`src/rtl/i2ra_pkg.sv`:
```
`timescale 1ns / 1ps

package i2ra_pkg;

    localparam int MAG_W      = 32;
    localparam int RADIX_W    = 6;
    localparam int DIGIT_W    = 6;
    localparam int CHAR_W     = 8;
    localparam int MAX_DIGITS = 32;

    // quotient bits resolved per divider cycle
    localparam int DIV_BITS   = 8;
    localparam int DIV_CHUNKS = MAG_W / DIV_BITS;
    localparam int CHUNK_W    = (DIV_CHUNKS > 1) ? $clog2(DIV_CHUNKS) : 1;

    localparam logic [RADIX_W-1:0] RADIX_MIN     = RADIX_W'(2);
    localparam logic [RADIX_W-1:0] RADIX_MAX     = RADIX_W'(36);
    localparam logic [RADIX_W-1:0] RADIX_DEFAULT = RADIX_W'(10);

    localparam logic [CHAR_W-1:0] CHAR_ZERO    = 8'h30;
    localparam logic [CHAR_W-1:0] CHAR_LOWER_A = 8'h61;
    localparam logic [CHAR_W-1:0] CHAR_UPPER_A = 8'h41;
    localparam logic [CHAR_W-1:0] CHAR_MINUS   = 8'h2D;
    localparam logic [DIGIT_W-1:0] DIGIT_TEN   = DIGIT_W'(10);

    typedef enum logic [4:0] {
        S_IDLE = 5'b00001,
        S_DIV  = 5'b00010,
        S_SIGN = 5'b00100,
        S_READ = 5'b01000,
        S_PUT  = 5'b10000
    } t_state;

    typedef struct packed {
        logic load;
        logic div;
        logic idx_load;
        logic put_sign;
        logic put_digit;
    } t_cmd;

    typedef struct packed {
        logic div_done;
        logic neg;
        logic idx_zero;
        logic out_free;
    } t_status;

    function automatic logic [CHAR_W-1:0] digit_char(input logic [DIGIT_W-1:0] d,
                                                     input logic up);
        logic [CHAR_W-1:0] c;
        if (d < DIGIT_TEN) begin
            c = CHAR_ZERO + CHAR_W'(d);
        end else begin
            c = (up ? CHAR_UPPER_A : CHAR_LOWER_A) + CHAR_W'(d - DIGIT_TEN);
        end
        return c;
    endfunction

endpackage

```
`src/rtl/i2ra_ram.sv`:
```
`timescale 1ns / 1ps

module i2ra_ram #(
    parameter int WIDTH = 6,
    parameter int DEPTH = 32,
    localparam int AW = (DEPTH > 1) ? $clog2(DEPTH) : 1
) (
    input  logic             i_clk,
    input  logic             i_we,
    input  logic [AW-1:0]    i_waddr,
    input  logic [WIDTH-1:0] i_wdata,
    input  logic [AW-1:0]    i_raddr,
    output logic [WIDTH-1:0] o_rdata
);

    logic [WIDTH-1:0] r_mem [DEPTH];
    logic [WIDTH-1:0] r_rdata;

    always_ff @(posedge i_clk) begin
        if (i_we) begin
            r_mem[i_waddr] <= i_wdata;
        end
        r_rdata <= r_mem[i_raddr];
    end

    assign o_rdata = r_rdata;

endmodule

```
`src/rtl/i2ra_ctrl.sv`:
```
`timescale 1ns / 1ps

module i2ra_ctrl (
    input  logic              i_clk,
    input  logic              i_rst_n,
    input  logic              i_in_valid,
    output logic              o_in_stall,
    input  i2ra_pkg::t_status i_status,
    output i2ra_pkg::t_cmd    o_cmd
);

    i2ra_pkg::t_state r_state;
    i2ra_pkg::t_state n_state;

    always_ff @(posedge i_clk) begin
        if (!i_rst_n) begin
            r_state <= i2ra_pkg::S_IDLE;
        end else begin
            r_state <= n_state;
        end
    end

    always_comb begin
        n_state = r_state;
        o_cmd   = '0;
        unique case (r_state)
            i2ra_pkg::S_IDLE: begin
                if (i_in_valid) begin
                    o_cmd.load = 1'b1;
                    n_state    = i2ra_pkg::S_DIV;
                end
            end
            i2ra_pkg::S_DIV: begin
                o_cmd.div = 1'b1;
                if (i_status.div_done) begin
                    n_state = i2ra_pkg::S_SIGN;
                end
            end
            i2ra_pkg::S_SIGN: begin
                o_cmd.idx_load = 1'b1;
                if (!i_status.neg) begin
                    n_state = i2ra_pkg::S_READ;
                end else if (i_status.out_free) begin
                    o_cmd.put_sign = 1'b1;
                    n_state        = i2ra_pkg::S_READ;
                end
            end
            i2ra_pkg::S_READ: begin
                n_state = i2ra_pkg::S_PUT;
            end
            i2ra_pkg::S_PUT: begin
                if (i_status.out_free) begin
                    o_cmd.put_digit = 1'b1;
                    n_state = i_status.idx_zero ? i2ra_pkg::S_IDLE : i2ra_pkg::S_READ;
                end
            end
            default: begin
                n_state = i2ra_pkg::S_IDLE;
            end
        endcase
    end

    assign o_in_stall = (r_state != i2ra_pkg::S_IDLE);

endmodule

```
`src/rtl/i2ra_datapath.sv`:
```
`timescale 1ns / 1ps

module i2ra_datapath #(
    parameter int MAX_DIGITS = i2ra_pkg::MAX_DIGITS
) (
    input  logic                                i_clk,
    input  logic                                i_rst_n,
    input  logic signed [i2ra_pkg::MAG_W-1:0]   i_value,
    input  logic        [i2ra_pkg::RADIX_W-1:0] i_radix,
    input  logic                                i_upper,
    input  logic                                i_out_stall,
    output logic                                o_out_valid,
    output logic        [i2ra_pkg::CHAR_W-1:0]  o_out_char,
    output logic                                o_last,
    input  i2ra_pkg::t_cmd                      i_cmd,
    output i2ra_pkg::t_status                   o_status
);

    localparam int AW = (MAX_DIGITS > 1) ? $clog2(MAX_DIGITS) : 1;
    localparam int CW = $clog2(MAX_DIGITS + 1);
    localparam int MW = i2ra_pkg::MAG_W;
    localparam int DW = i2ra_pkg::DIGIT_W;

    logic [MW-1:0]                      r_mag;
    logic [MW-1:0]                      n_mag;
    logic [DW-1:0]                      r_rem;
    logic [DW-1:0]                      n_rem;
    logic [i2ra_pkg::RADIX_W-1:0]       r_base;
    logic                               r_upper;
    logic                               r_neg;
    logic [CW-1:0]                      r_cnt;
    logic [AW-1:0]                      r_idx;
    logic [i2ra_pkg::CHUNK_W-1:0]       r_chunk;
    logic                               r_oval;
    logic [i2ra_pkg::CHAR_W-1:0]        r_ochar;
    logic                               r_olast;

    logic                               chunk_last;
    logic                               room;
    logic                               we;
    logic                               out_free;
    logic                               radix_ok;
    logic [DW:0]                        trial;
    logic [DW-1:0]                      rd_digit;

    assign radix_ok   = (i_radix >= i2ra_pkg::RADIX_MIN) && (i_radix <= i2ra_pkg::RADIX_MAX);
    assign chunk_last = (r_chunk == i2ra_pkg::CHUNK_W'(i2ra_pkg::DIV_CHUNKS - 1));
    assign room       = (r_cnt < CW'(MAX_DIGITS));
    assign we         = i_cmd.div && chunk_last && room;
    assign out_free   = !r_oval || !i_out_stall;

    // restoring division, DIV_BITS quotient bits per cycle
    always_comb begin
        n_mag = r_mag;
        n_rem = r_rem;
        trial = '0;
        for (int k = 0; k < i2ra_pkg::DIV_BITS; k++) begin
            trial = {n_rem, n_mag[MW-1]};
            n_mag = {n_mag[MW-2:0], 1'b0};
            if (trial >= {1'b0, r_base}) begin
                n_rem    = DW'(trial - {1'b0, r_base});
                n_mag[0] = 1'b1;
            end else begin
                n_rem = trial[DW-1:0];
            end
        end
    end

    always_ff @(posedge i_clk) begin
        if (!i_rst_n) begin
            r_cnt   <= '0;
            r_chunk <= '0;
            r_neg   <= 1'b0;
            r_oval  <= 1'b0;
        end else begin
            if (i_cmd.load) begin
                r_cnt   <= '0;
                r_chunk <= '0;
                r_neg   <= i_value[MW-1];
            end else if (i_cmd.div) begin
                r_chunk <= r_chunk + 1'b1;
                if (we) begin
                    r_cnt <= r_cnt + 1'b1;
                end
            end
            if (i_cmd.put_sign || i_cmd.put_digit) begin
                r_oval <= 1'b1;
            end else if (!i_out_stall) begin
                r_oval <= 1'b0;
            end
        end
    end

    always_ff @(posedge i_clk) begin
        if (i_cmd.load) begin
            r_mag   <= i_value[MW-1] ? (MW'(0) - i_value) : i_value;
            r_rem   <= '0;
            r_base  <= radix_ok ? i_radix : i2ra_pkg::RADIX_DEFAULT;
            r_upper <= i_upper;
        end else if (i_cmd.div) begin
            r_mag <= n_mag;
            r_rem <= chunk_last ? '0 : n_rem;
        end
        if (i_cmd.idx_load) begin
            r_idx <= AW'(r_cnt - 1'b1);
        end else if (i_cmd.put_digit) begin
            r_idx <= r_idx - 1'b1;
        end
        if (i_cmd.put_sign) begin
            r_ochar <= i2ra_pkg::CHAR_MINUS;
            r_olast <= 1'b0;
        end else if (i_cmd.put_digit) begin
            r_ochar <= i2ra_pkg::digit_char(rd_digit, r_upper);
            r_olast <= (r_idx == '0);
        end
    end

    i2ra_ram #(
        .WIDTH(DW),
        .DEPTH(MAX_DIGITS)
    ) u_digits (
        .i_clk  (i_clk),
        .i_we   (we),
        .i_waddr(r_cnt[AW-1:0]),
        .i_wdata(n_rem),
        .i_raddr(r_idx),
        .o_rdata(rd_digit)
    );

    assign o_status.div_done = i_cmd.div && chunk_last && (n_mag == '0);
    assign o_status.neg      = r_neg;
    assign o_status.idx_zero = (r_idx == '0);
    assign o_status.out_free = out_free;

    assign o_out_valid = r_oval;
    assign o_out_char  = r_ochar;
    assign o_last      = r_olast;

    a_read_in_range: assert property (@(posedge i_clk) disable iff (!i_rst_n)
        i_cmd.put_digit |-> (CW'(r_idx) < r_cnt))
        else $error("digit read beyond stored count");

    a_rem_bound: assert property (@(posedge i_clk) disable iff (!i_rst_n)
        (i_cmd.div && chunk_last) |-> (n_rem < r_base))
        else $error("remainder not below radix");

    a_no_overwrite: assert property (@(posedge i_clk) disable iff (!i_rst_n)
        (i_cmd.put_sign || i_cmd.put_digit) |-> (!r_oval || !i_out_stall))
        else $error("output register overwritten while stalled");

    a_sign_alone: assert property (@(posedge i_clk) disable iff (!i_rst_n)
        i_cmd.put_sign |-> (r_neg && !i_cmd.put_digit))
        else $error("minus sign without negative value");

endmodule

```
`src/rtl/integer_to_radix_ascii.sv`:
```
`timescale 1ns / 1ps

// Signed 32-bit integer to ASCII text in radix 2..36 (any other radix acts as 10).
// Input channel: i_value, i_radix, i_upper with i_in_valid / o_in_stall; a transfer
// happens on a clock edge with valid high and stall low. One number is worked on at
// a time; o_in_stall is high from the transfer until the last character has been
// loaded into the output register.
// Output channel: o_out_char, o_last with o_out_valid / i_out_stall. Characters come
// most significant first, a minus sign ahead of a negative value, o_last on the final
// digit. Zero gives the single character "0".
// Steps for each number: load, then the divider (restoring divider, 8 quotient bits
// per cycle, 32-bit magnitude), a sign step, then for each digit a read of the
// registered digit store and a load of the output register.
// A stall on the output holds the current character in the output register and
// pauses emission; the next number is taken while the last character still waits.
// Reset (synchronous, active low) empties the output register and returns to idle.
// Digits beyond MAX_DIGITS are dropped from the most significant end.

module integer_to_radix_ascii #(
    parameter int MAX_DIGITS = i2ra_pkg::MAX_DIGITS
) (
    input  logic                                i_clk,
    input  logic                                i_rst_n,
    input  logic                                i_in_valid,
    output logic                                o_in_stall,
    input  logic signed [i2ra_pkg::MAG_W-1:0]   i_value,
    input  logic        [i2ra_pkg::RADIX_W-1:0] i_radix,
    input  logic                                i_upper,
    output logic                                o_out_valid,
    input  logic                                i_out_stall,
    output logic        [i2ra_pkg::CHAR_W-1:0]  o_out_char,
    output logic                                o_last
);

    i2ra_pkg::t_cmd    cmd;
    i2ra_pkg::t_status status;

    i2ra_ctrl u_ctrl (
        .i_clk     (i_clk),
        .i_rst_n   (i_rst_n),
        .i_in_valid(i_in_valid),
        .o_in_stall(o_in_stall),
        .i_status  (status),
        .o_cmd     (cmd)
    );

    i2ra_datapath #(
        .MAX_DIGITS(MAX_DIGITS)
    ) u_datapath (
        .i_clk      (i_clk),
        .i_rst_n    (i_rst_n),
        .i_value    (i_value),
        .i_radix    (i_radix),
        .i_upper    (i_upper),
        .i_out_stall(i_out_stall),
        .o_out_valid(o_out_valid),
        .o_out_char (o_out_char),
        .o_last     (o_last),
        .i_cmd      (cmd),
        .o_status   (status)
    );

endmodule

```
`config.mk`:
```
export PLATFORM = sky130hd
export DESIGN_NAME = integer_to_radix_ascii
export DESIGN_NICKNAME = d
export VERILOG_FILES = /design/src/rtl/i2ra_pkg.sv /design/src/rtl/i2ra_ram.sv /design/src/rtl/i2ra_ctrl.sv /design/src/rtl/i2ra_datapath.sv /design/src/rtl/integer_to_radix_ascii.sv
export SDC_FILE = /design/constraint.sdc
export NUM_CORES = 1
export LEC_CHECK = 0
export ABC_AREA = 1
export BUFFER_PORTS_ARGS = -buffer_cell sky130_fd_sc_hd__buf_2
export CORE_MARGIN = 5
export CORE_UTILIZATION = 31
export DETAILED_ROUTE_END_ITERATION = 7
export PLACE_DENSITY_LB_ADDON = 0.3
export RECOVER_POWER = 100
export SLEW_MARGIN = 40
export SYNTH_ARGS = -nofsm -noshare
export SYNTH_HDL_FRONTEND = slang
export SYNTH_HIERARCHICAL = 1
export SYNTH_SLANG_ARGS = --single-unit
```
`constraint.sdc`:
```
create_clock -name i_clk -period 26.2 [get_ports i_clk]
set_clock_uncertainty 0.15 [all_clocks]
set_input_delay 2.62 -clock i_clk [delete_from_list [all_inputs] [get_ports i_clk]]
set_output_delay 2.62 -clock i_clk [all_outputs]
set_load 0.02 [all_outputs]
```
==> reports/qor.yml, run 1 <==
status: "complete, but fails checks"
violations: "capacitance limit, slew limit"
maxSlewHeadroom_pct: -89.3
critPathSlowestCell: "and2_0"
period_share_pct: 67.1
clock_path_buffers: 3
finalWorstSetupSlack_ns: 8.62
core_mm2: 0.0487
synth_seq_cells: 272
setup.worst_path.start_class: "flop"
synth.cell_area_mm2: 0.0152
syn_avg_cell_area_um2: 9.04
viasPerCell: 4.80
worstMarginPinSlew_ns: 2.84
path_max_fanout: 32
cp_slowest_stage_delay_ns: 1.33
crit_top_cell: "nand2_1"
ys.flop_type: "edfxtp_1"
post-place-ws_ns: 11.40
clock_sinks: 272
critPathArrivalTime_ns: 17.53
synth_area_leaders: "edfxtp_1 (47%), nand2_1 (12%), nand3_1 (6.7%)"
rows: 81
syn_inst: 1683
clock_latency_ns: 0.57
cp_top_family: "simple AND/OR/NAND/NOR gates"
num_vias: 11600
post_cts_resized: 0
r2r_start: "u_datapath/r_base[1]$_SDFFCE_PN1P_"
setup_viol: 0
yosysTopAreaCell: "edfxtp_1"
end_kind: "flop"
htreeDepth: 1
port_buffers: 53
clockRootBuffer: "clkbuf_16"
grt_setup_unrepaired: "no"
final_hold_viol_count: 0
hold_start: "u_datapath/o_out_char[6]$_SDFFE_PP0P_"
crit_path_start: "u_datapath/r_base[1]$_SDFFCE_PN1P_"
cts_tree: "yes"
drt_wl_total_um: 37400
fp.dieH_um: 232
synth_top_area_share_pct: 46.6
cts_setup_buffers: 0
worstHoldPathType: "flop to flop"
fp.dieW_um: 232
cts_hold_buf: 0
synth.most_common_cell: "nand2_1"
slew_viol_final: 345
antenna_found_initial: 0
yosysWarnings: 6
synthDistinctLibCells: 51
synthesis.nets: 1792
first_pass_iters: 5
wl_per_cell_um: 15.6
cap_violations: 9
gp_congestion: 0.880
worstSetupPathType: "flop to flop"
cts-buffers-inserted: 30
grt_overflow_total: 0
area_growth_pct: 10.3
ys_async_sr_fraction_pct: 0
clk_pin_slew_ns: 0.06
synth_common_cells: "nand2_1 (486), edfxtp_1 (236), nand3_1 (205)"
diodes: 0
ios: 54
grtUsageTotal_pct: 13.6
ant_nets: 0
ys_seq_area_share_pct: 51.3
nets: 1829
worst-path-buf-inv: 11
drtIter0Drc: 743
die-area_mm2: 0.0536
fmax_mhz: 56.9
post_route_cells_drive_above_1_share_pct: 8.04
start_util_pct: 31.2
first_global_vias: 11300
worstPathRequired_ns: 26.16
holdWs_ns: 0.312
grt_first_pass_wirelength_um: 59700
tns_ns: 0
hpwl_um: 25200
fin_crit_ns: 17.58
synth_edf_count: 236
drc: 0
grt_max_degree: 97
per-layer routing:
layer | GRT usage [%] | vias to the layer above | wire [µm]
met3 | 1.73 | 68 | 1460
met4 | 3.70 | 0 | 991
met5 | 0 | - | 0
met1 | 18.1 | 5491 | 17100
li1 | - | 5759 | -
met2 | 23.4 | 237 | 17900
worst min-delay path: cells and delay by family, from the launching register on:
family | cells | cell delay [ns]
AOI/OAI and AO/OA | 1 | 0.05
DFF | 1 | 0.33
and+or+nand+nor | 1 | 0.05
cells by family after synthesis:
logic type / Yosys count / share of synthesized area, %
AO/OA/AOI/OAI: 147 / 5.34
XOR/XNOR: 69 / 3.97
adder cells (fa/ha/maj): 66 / 5.82
buffers and inverters: 211 / 6.17
flip-flops: 272 / 51.3
multiplexers: 1 / 0.0658
AND/OR/NAND/NOR: 917 / 27.3
registers in the layout, indices dropped and copies added (netlist names):
register	cells
u_datapath/u_digits/r_mem	192
u_datapath/r_mag	32
u_datapath/o_out_char	8
u_datapath/r_base	6
u_datapath/r_cnt	6
u_datapath/r_rem	6
u_datapath/u_digits/o_rdata	6
u_ctrl/r_state	5
u_datapath/r_idx	5
u_datapath/r_chunk	2
u_datapath/o_last	1
u_datapath/o_out_valid	1
u_datapath/r_neg	1
u_datapath/r_upper	1
final timing paths:
kind | endpoint | slack (ns) | cells past startpoint
hold reg to reg | u_datapath/o_out_char[6]$_SDFFE_PP0P_ | 0.31 | 2
hold / removal | u_datapath/o_out_char[6]$_SDFFE_PP0P_ | 0.31 | 2
setup reg to reg | u_datapath/u_digits/r_mem[22][5]$_DFFE_PP_ | 8.62 | 82
setup / recovery | u_datapath/u_digits/r_mem[22][5]$_DFFE_PP_ | 8.62 | 82
cell type report:
class                      count  area [µm²]
timing repair buffer          59         282
clock buffer                  39         795
fill                        5022       32000
sequential                   272        7810
inverter                     157         597
tap                          664         831
clock inverter                14         114
multi-input combinational   1200        6350
cells in the final DEF, fill, tap and decap left out, types with 7 or more instances in the layout:
cell type  netlist  layout
nand2_1        486     487
edfxtp_1       236     236
nand3_1        205     213
inv_1          146     145
nor2_1         103     107
o21ai_0         67      70
ha_1            58      58
a21oi_1         45      45
buf_2           19      42
xor2_1          39      39
dfxtp_1         36      36
clkbuf_16        0      30
xnor2_1         30      30
clkbuf_1        16      23
nand4_1         21      21
nand2_2         20      19
nor4_1          15      16
clkinv_1         2      13
nor3_1          13      13
fa_1             8       8
nor2_2           9       7
inv_2            8       7
nand3_2          9       7
metrics by stage:
| step | instances | util (%) | instance area [µm²] |
|---|---|---|---|
| global placement | 2352 | 32.8 | 16000 |
| finish | 2405 | 34.4 | 16800 |
| CTS | 2405 | 34.7 | 16900 |
| detailed placement | 2352 | 32.9 | 16000 |
| global route | 2405 | 34.4 | 16800 |
| floorplan | 1683 | - | 15200 |
Power of run 1 is left out: the tool's default activity adds up to more than one toggle a clock period on the data nets, which glitch-free logic cannot reach.
==> inputs of run 2 (changes only) <==
--- a/config.mk
+++ b/config.mk
@@ -5,7 +5,7 @@
 export SDC_FILE = /design/constraint.sdc
 export NUM_CORES = 1
 export LEC_CHECK = 0
-export ABC_AREA = 1
+export ABC_AREA = 0
 export BUFFER_PORTS_ARGS = -buffer_cell sky130_fd_sc_hd__buf_2
 export CORE_MARGIN = 5
 export CORE_UTILIZATION = 31
==> constraint.sdc (replaced) <==
create_clock -name i_clk -period 16.43 [get_ports i_clk]
set_clock_uncertainty 0.15 [all_clocks]
set_input_delay 1.643 -clock i_clk [delete_from_list [all_inputs] [get_ports i_clk]]
set_output_delay 1.643 -clock i_clk [all_outputs]
set_load 0.02 [all_outputs]
==> run 2 against run 1 <==
Final area increased by 1.5%. Synthesized area decreased by 4.1%. Worst setup slack got worse by 7.9 ns. The flow still finishes with violations (capacitance limit, slew limit). Sequential share of layout area decreased by 0.69 points. Via count decreased by 16%. Non-clock buffer count increased by 49. Critical path depth decreased by 6. Die area decreased by 3.9%.
==> reports/qor.yml, run 2 <==
setup_viol: 0  # unchanged
grtUsageTotal_pct: 13.5  # was 13.6%
worstMarginPinSlew_ns: 4.28  # was 2.84 ns
finalNonFillerCells: 1869  # was 2405
drc: 0  # unchanged
grt_overflow_total: 0  # unchanged
status: "complete, but fails checks"  # unchanged
first_global_vias: 9381  # was 11300
num_vias: 9701  # was 11600
fp.dieH_um: 227  # was 232 µm
synth_top_area_share_pct: 48.6  # was 46.6%
synth.most_common_cell: "edfxtp_1"  # was nand2_1
core_mm2: 0.0466  # was 0.0487 mm²
synthDistinctLibCells: 87  # was 51
setup.worst_path.start_class: "flop"  # unchanged
cp_slowest_stage_delay_ns: 0.41  # was 1.33 ns
wl_per_cell_um: 19.1  # was 15.6 µm
fmax_mhz: 63.7  # was 56.9 MHz
clock_latency_ns: 0.57  # about the same
nets: 1349  # was 1829
critPathArrivalTime_ns: 15.85  # was 17.53 ns
synth_seq_cells: 272  # unchanged
area_growth_pct: 16.7  # was 10.3%
antenna_found_initial: 0  # unchanged
design_area_mm2: 0.0170  # was 0.0168 mm²
synth.cell_area_mm2: 0.0146  # was 0.0152 mm²
yosysWarnings: 6  # unchanged
largest_register_ff_count: 192  # unchanged
period_share_pct: 95.6  # was 67.1%
cts-buffers-inserted: 29  # was 30
ios: 54  # unchanged
yosysTopAreaCell: "edfxtp_1"  # unchanged
r2r_setup_slack_ns: 0.72  # was 8.62 ns
cts_tree: "yes"  # unchanged
grt_first_pass_wirelength_um: 54500  # was 59700 µm
synth_common_cells: "edfxtp_1 (236), nor2_1 (111), mux4_2 (60), nand2_1 (60), ha_1 (58)"  # was nand2_1 (486), edfxtp_1 (236), nand3_1 (205)
mostFrequentLayoutCells: "edfxtp_1 (236), nor2_1 (108), mux4_2 (60), nand2_1 (59), ha_1 (54)"  # was nand2_1 (487), edfxtp_1 (236), nand3_1 (213), inv_1 (145), nor2_1 (107)
crit_top_cell: "a21o_1"  # was nand2_1
worstSetupPathType: "flop to flop"  # unchanged
port_buffers: 53  # unchanged
drt_wl_total_um: 35700  # was 37400 µm
post-place-ws_ns: -0.0390  # was 11.40 ns
grt_max_degree: 72  # was 97
ant_nets: 0  # unchanged
rows: 79  # was 81
post_route_cells_drive_above_1_share_pct: 21.2  # was 8.04%
worstPathRequired_ns: 16.58  # was 26.16 ns
dp.cells: 1806  # was 2352
ys_seq_area_share_pct: 53.5  # was 51.3%
largest_register: "u_datapath/u_digits/r_mem"  # unchanged
cap_violations: 3  # was 9
synth_edf_count: 236  # unchanged
ys_async_sr_fraction_pct: 0  # unchanged
maxSlewHeadroom_pct: -185  # was -89.3%
gp_congestion: 0.902  # was 0.880
drtIter0Drc: 769  # was 743
clockRootBuffer: "clkbuf_16"  # unchanged
tns_ns: 0  # unchanged
start_util_pct: 31.3  # was 31.2%
finalWorstSetupSlack_ns: 0.722  # was 8.62 ns
fin_crit_ns: 15.71  # was 17.58 ns
synthesis.nets: 1250  # was 1792
worstHoldPathType: "flop to flop"  # unchanged
syn_inst: 1141  # was 1683
die-area_mm2: 0.0515  # was 0.0536 mm²
first_pass_iters: 5  # unchanged
fp.dieW_um: 227  # was 232 µm
diodes: 0  # unchanged
final_common_cell: "edfxtp_1"  # was nand2_1
synth_area_leaders: "edfxtp_1 (49%), mux4_2 (9.3%), ha_1 (5.0%)"  # was edfxtp_1 (47%), nand2_1 (12%), nand3_1 (6.7%)
place_area_mm2: 0.0159  # was 0.0160 mm²
ys.flop_type: "edfxtp_1"  # unchanged
slew_viol_final: 157  # was 345
violations: "capacitance limit, slew limit"  # unchanged
end_kind: "flop"  # unchanged
syn_avg_cell_area_um2: 12.8  # was 9.04 µm²
path_max_fanout: 32  # unchanged
clock_sinks: 272  # unchanged
final_hold_viol_count: 0  # unchanged
viasPerCell: 5.19  # was 4.80
clock_path_buffers: 3  # unchanged
critPathSlowestCell: "edfxtp_1"  # was and2_0
clk_pin_slew_ns: 0.06  # about the same
htreeDepth: 1  # unchanged
hpwl_um: 24900  # was 25200 µm
run 2: timing repair:
action | in CTS | in global routing
resized for setup | 2 | 39
setup buffers | 0 | 10
hold buffers | 0 | 0
setup endpoints to repair | 34 | 203
pin swaps | 0 | 12
run 2: stage by stage:
stage | util [%] | hold WS, ns
2_1_floorplan | - | 0.287
3_3_place_gp | 34.1 | 0.309
3_5_place_dp | 34.1 | 0.312
4_1_cts | 36.2 | 0.325
5_1_grt | 36.6 | 0.343
6_report | 36.6 | 0.327
run 2: path summary, 6_finish.rpt:
check / start / to / cells after the start
worst min register to register: u_datapath/o_out_char[7]$_SDFFE_PP0P_ / u_datapath/o_out_char[7]$_SDFFE_PP0P_ / 2
worst max register to register: u_datapath/r_mag[31]$_DFFE_PP_ / u_datapath/u_digits/r_mem[9][1]$_DFFE_PP_ / 76
worst max-delay path: u_datapath/r_mag[31]$_DFFE_PP_ / u_datapath/u_digits/r_mem[9][1]$_DFFE_PP_ / 76
worst min-delay path: u_datapath/o_out_char[7]$_SDFFE_PP0P_ / u_datapath/o_out_char[7]$_SDFFE_PP0P_ / 2
run 2: metal layers:
metal  part of all wire (%)  global-route usage, %  vias to the layer above
met3                    4.9                   1.91                       50
met5                      0                      0                        -
met4                    2.0                   3.41                        0
met1                     48                   20.0                     4837
met2                     45                   21.1                      226
li1                       -                      -                     4588
run 2: cell families after synthesis:
kind of cell | Yosys count | synth area share [%]
compound gates | 229 | 10.7
xor+xnor | 71 | 4.26
fa+ha+maj | 66 | 6.07
buf+inv | 89 | 2.62
flops | 272 | 53.5
mux | 93 | 11.7
simple gates | 321 | 11.2
run 2: critical path: cells and delay by family, from the launching register on:
family,cells,cell delay [ns]
xor gates and xnor gates,1,0.13
AOI/OAI and AO/OA,39,7.43
muxes,1,0.36
buffers and inverters,7,1.00
DFF,1,0.41
adders and majority gates,9,2.77
and+or+nand+nor,19,3.14
run 2: layout make-up:
cell class,count,area (µm²)
clock buffer,30,729
clock inverter,23,224
fill,4445,29500
inverter,49,186
multi-input combinational,780,6650
sequential,272,7810
tap,607,759
timing repair buffer,108,677
Power of run 2 is left out for the same reason.
==> inputs of run 3 (changes only) <==
--- a/config.mk
+++ b/config.mk
@@ -8,7 +8,7 @@
 export ABC_AREA = 0
 export BUFFER_PORTS_ARGS = -buffer_cell sky130_fd_sc_hd__buf_2
 export CORE_MARGIN = 5
-export CORE_UTILIZATION = 31
+export CORE_UTILIZATION = 30
 export DETAILED_ROUTE_END_ITERATION = 7
 export PLACE_DENSITY_LB_ADDON = 0.3
 export RECOVER_POWER = 100
==> run 3 against run 2 <==
Critical path depth decreased by 6. Clock-buffer cell count increased by 10. Worst setup slack improved by 0.11 ns. Sequential share of layout area increased by 0.11 points. The flow still finishes with violations (capacitance limit, slew limit).
==> reports/qor.yml, run 3 (synthesis results as in run 2) <==
status: "complete, but fails checks"  # unchanged
violations: "capacitance limit, slew limit"  # unchanged
drt_wl_total_um: 36000  # was 35700 µm
post_route_cells_drive_above_1_share_pct: 21.2  # about the same
post-place-ws_ns: -0.133  # was -0.0390 ns
cp_slowest_stage_delay_ns: 0.43  # was 0.41 ns
path_max_fanout: 32  # unchanged
cp_top_family: "compound AO/OA/AOI/OAI gates"  # unchanged
gp_congestion: 0.862  # was 0.902
cts_tree: "yes"  # unchanged
first_pass_iters: 5  # unchanged
clock_path_buffers: 3  # unchanged
first_global_vias: 9675  # was 9381
grtUsageTotal_pct: 13.1  # was 13.5%
largest_register: "u_datapath/u_digits/r_mem"  # unchanged
fmax_mhz: 64.1  # was 63.7 MHz
viasPerCell: 5.07  # was 5.19
hold_start: "u_datapath/r_cnt[5]$_SDFFE_PP0P_"  # was u_datapath/o_out_char[7]$_SDFFE_PP0P_
worst_r2r_endpoint: "u_datapath/u_digits/r_mem[9][2]$_DFFE_PP_"  # was u_datapath/u_digits/r_mem[9][1]$_DFFE_PP_
critPathSlowestCell: "a311o_2"  # was edfxtp_1
nets: 1349  # unchanged
finalWorstSetupSlack_ns: 0.828  # was 0.722 ns
final_hold_viol_count: 0  # unchanged
fp.dieW_um: 231  # was 227 µm
clockRootBuffer: "clkbuf_16"  # unchanged
num_vias: 9520  # was 9701
fp.dieH_um: 231  # was 227 µm
worst-path-buf-inv: 7  # unchanged
reg2reg_depth: 70  # was 76
maxSlewHeadroom_pct: -183  # was -185%
r2r_setup_slack_ns: 0.83  # was 0.72 ns
area_growth_pct: 16.5  # was 16.7%
clk_pin_slew_ns: 0.06  # about the same
cts-buffers-inserted: 28  # was 29
setup.worst_path.start_class: "flop"  # unchanged
die-area_mm2: 0.0531  # was 0.0515 mm²
worstPathRequired_ns: 16.55  # was 16.58 ns
rows: 80  # was 79
fin_crit_ns: 15.60  # was 15.71 ns
nFillCells: 4662  # was 4445
wl_per_cell_um: 19.2  # was 19.1 µm
largest_register_ff_count: 192  # unchanged
period_share_pct: 95.0  # was 95.6%
r2r_start: "u_datapath/r_base[5]$_SDFFCE_PN0P_"  # was u_datapath/r_mag[31]$_DFFE_PP_
port_buffers: 53  # unchanged
min_to: "u_datapath/r_cnt[5]$_SDFFE_PP0P_"  # was u_datapath/o_out_char[7]$_SDFFE_PP0P_
setup_viol: 0  # unchanged
cp.depth: 70  # was 76
htreeDepth: 1  # unchanged
multiInputGateArea_mm2: 0.00663  # was 0.00665 mm²
antenna_found_initial: 0  # unchanged
ios: 54  # unchanged
diodes: 0  # unchanged
drc: 0  # unchanged
final_common_cell: "edfxtp_1"  # unchanged
start_util_pct: 30.4  # was 31.3%
crit_top_cell: "ha_1"  # was a21o_1
worstMarginPinSlew_ns: 4.24  # was 4.28 ns
drtIter0Drc: 637  # was 769
min_path_cells: 2  # unchanged
clock_sinks: 272  # unchanged
ant_nets: 0  # unchanged
worstHoldPathType: "flop to flop"  # unchanged
regArea_mm2: 0.00781  # unchanged
worstSetupPathType: "flop to flop"  # unchanged
grt_first_pass_wirelength_um: 55200  # was 54500 µm
grt_overflow_total: 0  # unchanged
cts_hold_buf: 0  # unchanged
critPathArrivalTime_ns: 15.72  # was 15.85 ns
mostFrequentLayoutCells: "edfxtp_1 (236), nor2_1 (107), mux4_2 (60), nand2_1 (59), ha_1 (57)"  # was edfxtp_1 (236), nor2_1 (108), mux4_2 (60), nand2_1 (59), ha_1 (54)
cap_violations: 3  # unchanged
slew_viol_final: 154  # was 157
crit_path_start: "u_datapath/r_base[5]$_SDFFCE_PN0P_"  # was u_datapath/r_mag[31]$_DFFE_PP_
grt_max_degree: 74  # was 72
end_kind: "flop"  # unchanged
core_mm2: 0.0479  # was 0.0466 mm²
clock_latency_ns: 0.58  # was 0.57 ns
hpwl_um: 25800  # was 24900 µm
==> run 3: worst reg2reg max path, delay by kind of cell (launching register included) <==
family,cells,cell delay [ns]
flip-flops,1,0.32
AND/OR/NAND/NOR,19,2.97
AO/OA/AOI/OAI,32,6.92
buffers and inverters,7,1.07
multiplexers,4,1.43
adder cells (fa/ha/maj),8,2.45
==> run 3: layout make-up <==
cell class	count	area share [%]
sequential	272	45.9
multi-input combinational	780	39.0
clock buffer	40	4.75
tap	615	4.53
timing repair buffer	109	3.99
inverter	49	1.10
clock inverter	12	0.692
==> run 3: what timing repair did <==
| action | in CTS | in global routing |
|---|---|---|
| buffers inserted | 1 | 8 |
| endpoints found under the hold margin | 0 | 0 |
| gates resized for setup | 4 | 37 |
| endpoints found under the setup margin | 74 | 203 |
| pin swaps | 1 | 12 |
==> run 3: layer usage <==
layer,share of wire [%],track usage (%)
met5,0,0
met4,2.7,3.49
met3,3.8,1.97
met2,49,22.3
met1,45,17.4
==> run 3: how the worst max path moves through the flow <==
| stage | endpoint | slack (ns) |
|---|---|---|
| finish | u_datapath/u_digits/r_mem[9][2]$_DFFE_PP_ | 0.83 |
| global route | u_datapath/u_digits/r_mem[9][2]$_DFFE_PP_ | -0.06 |
| CTS | u_datapath/u_digits/r_mem[9][0]$_DFFE_PP_ | 0.03 |
| detailed placement | u_datapath/u_digits/r_mem[22][0]$_DFFE_PP_ | -0.13 |
| global placement | u_datapath/u_digits/r_mem[2][5]$_DFFE_PP_ | 0.14 |
| floorplan | u_datapath/u_digits/r_mem[0][0]$_DFFE_PP_ | 0.02 |
==> run 3: per-stage QoR <==
stage | std cells | hold slack, ns | setup TNS, ns | area [µm²] | util [%]
global route | 1877 | 0.343 | -5.29 | 17000 | 35.4
floorplan | 1141 | 0.287 | 0 | 14700 | -
CTS | 1869 | 0.321 | 0 | 16800 | 35.1
global placement | 1815 | 0.297 | 0 | 15900 | 33.1
finish | 1877 | 0.319 | 0 | 17000 | 35.4
detailed placement | 1816 | 0.307 | -4.38 | 15900 | 33.2
Power of run 3 is left out for the same reason.
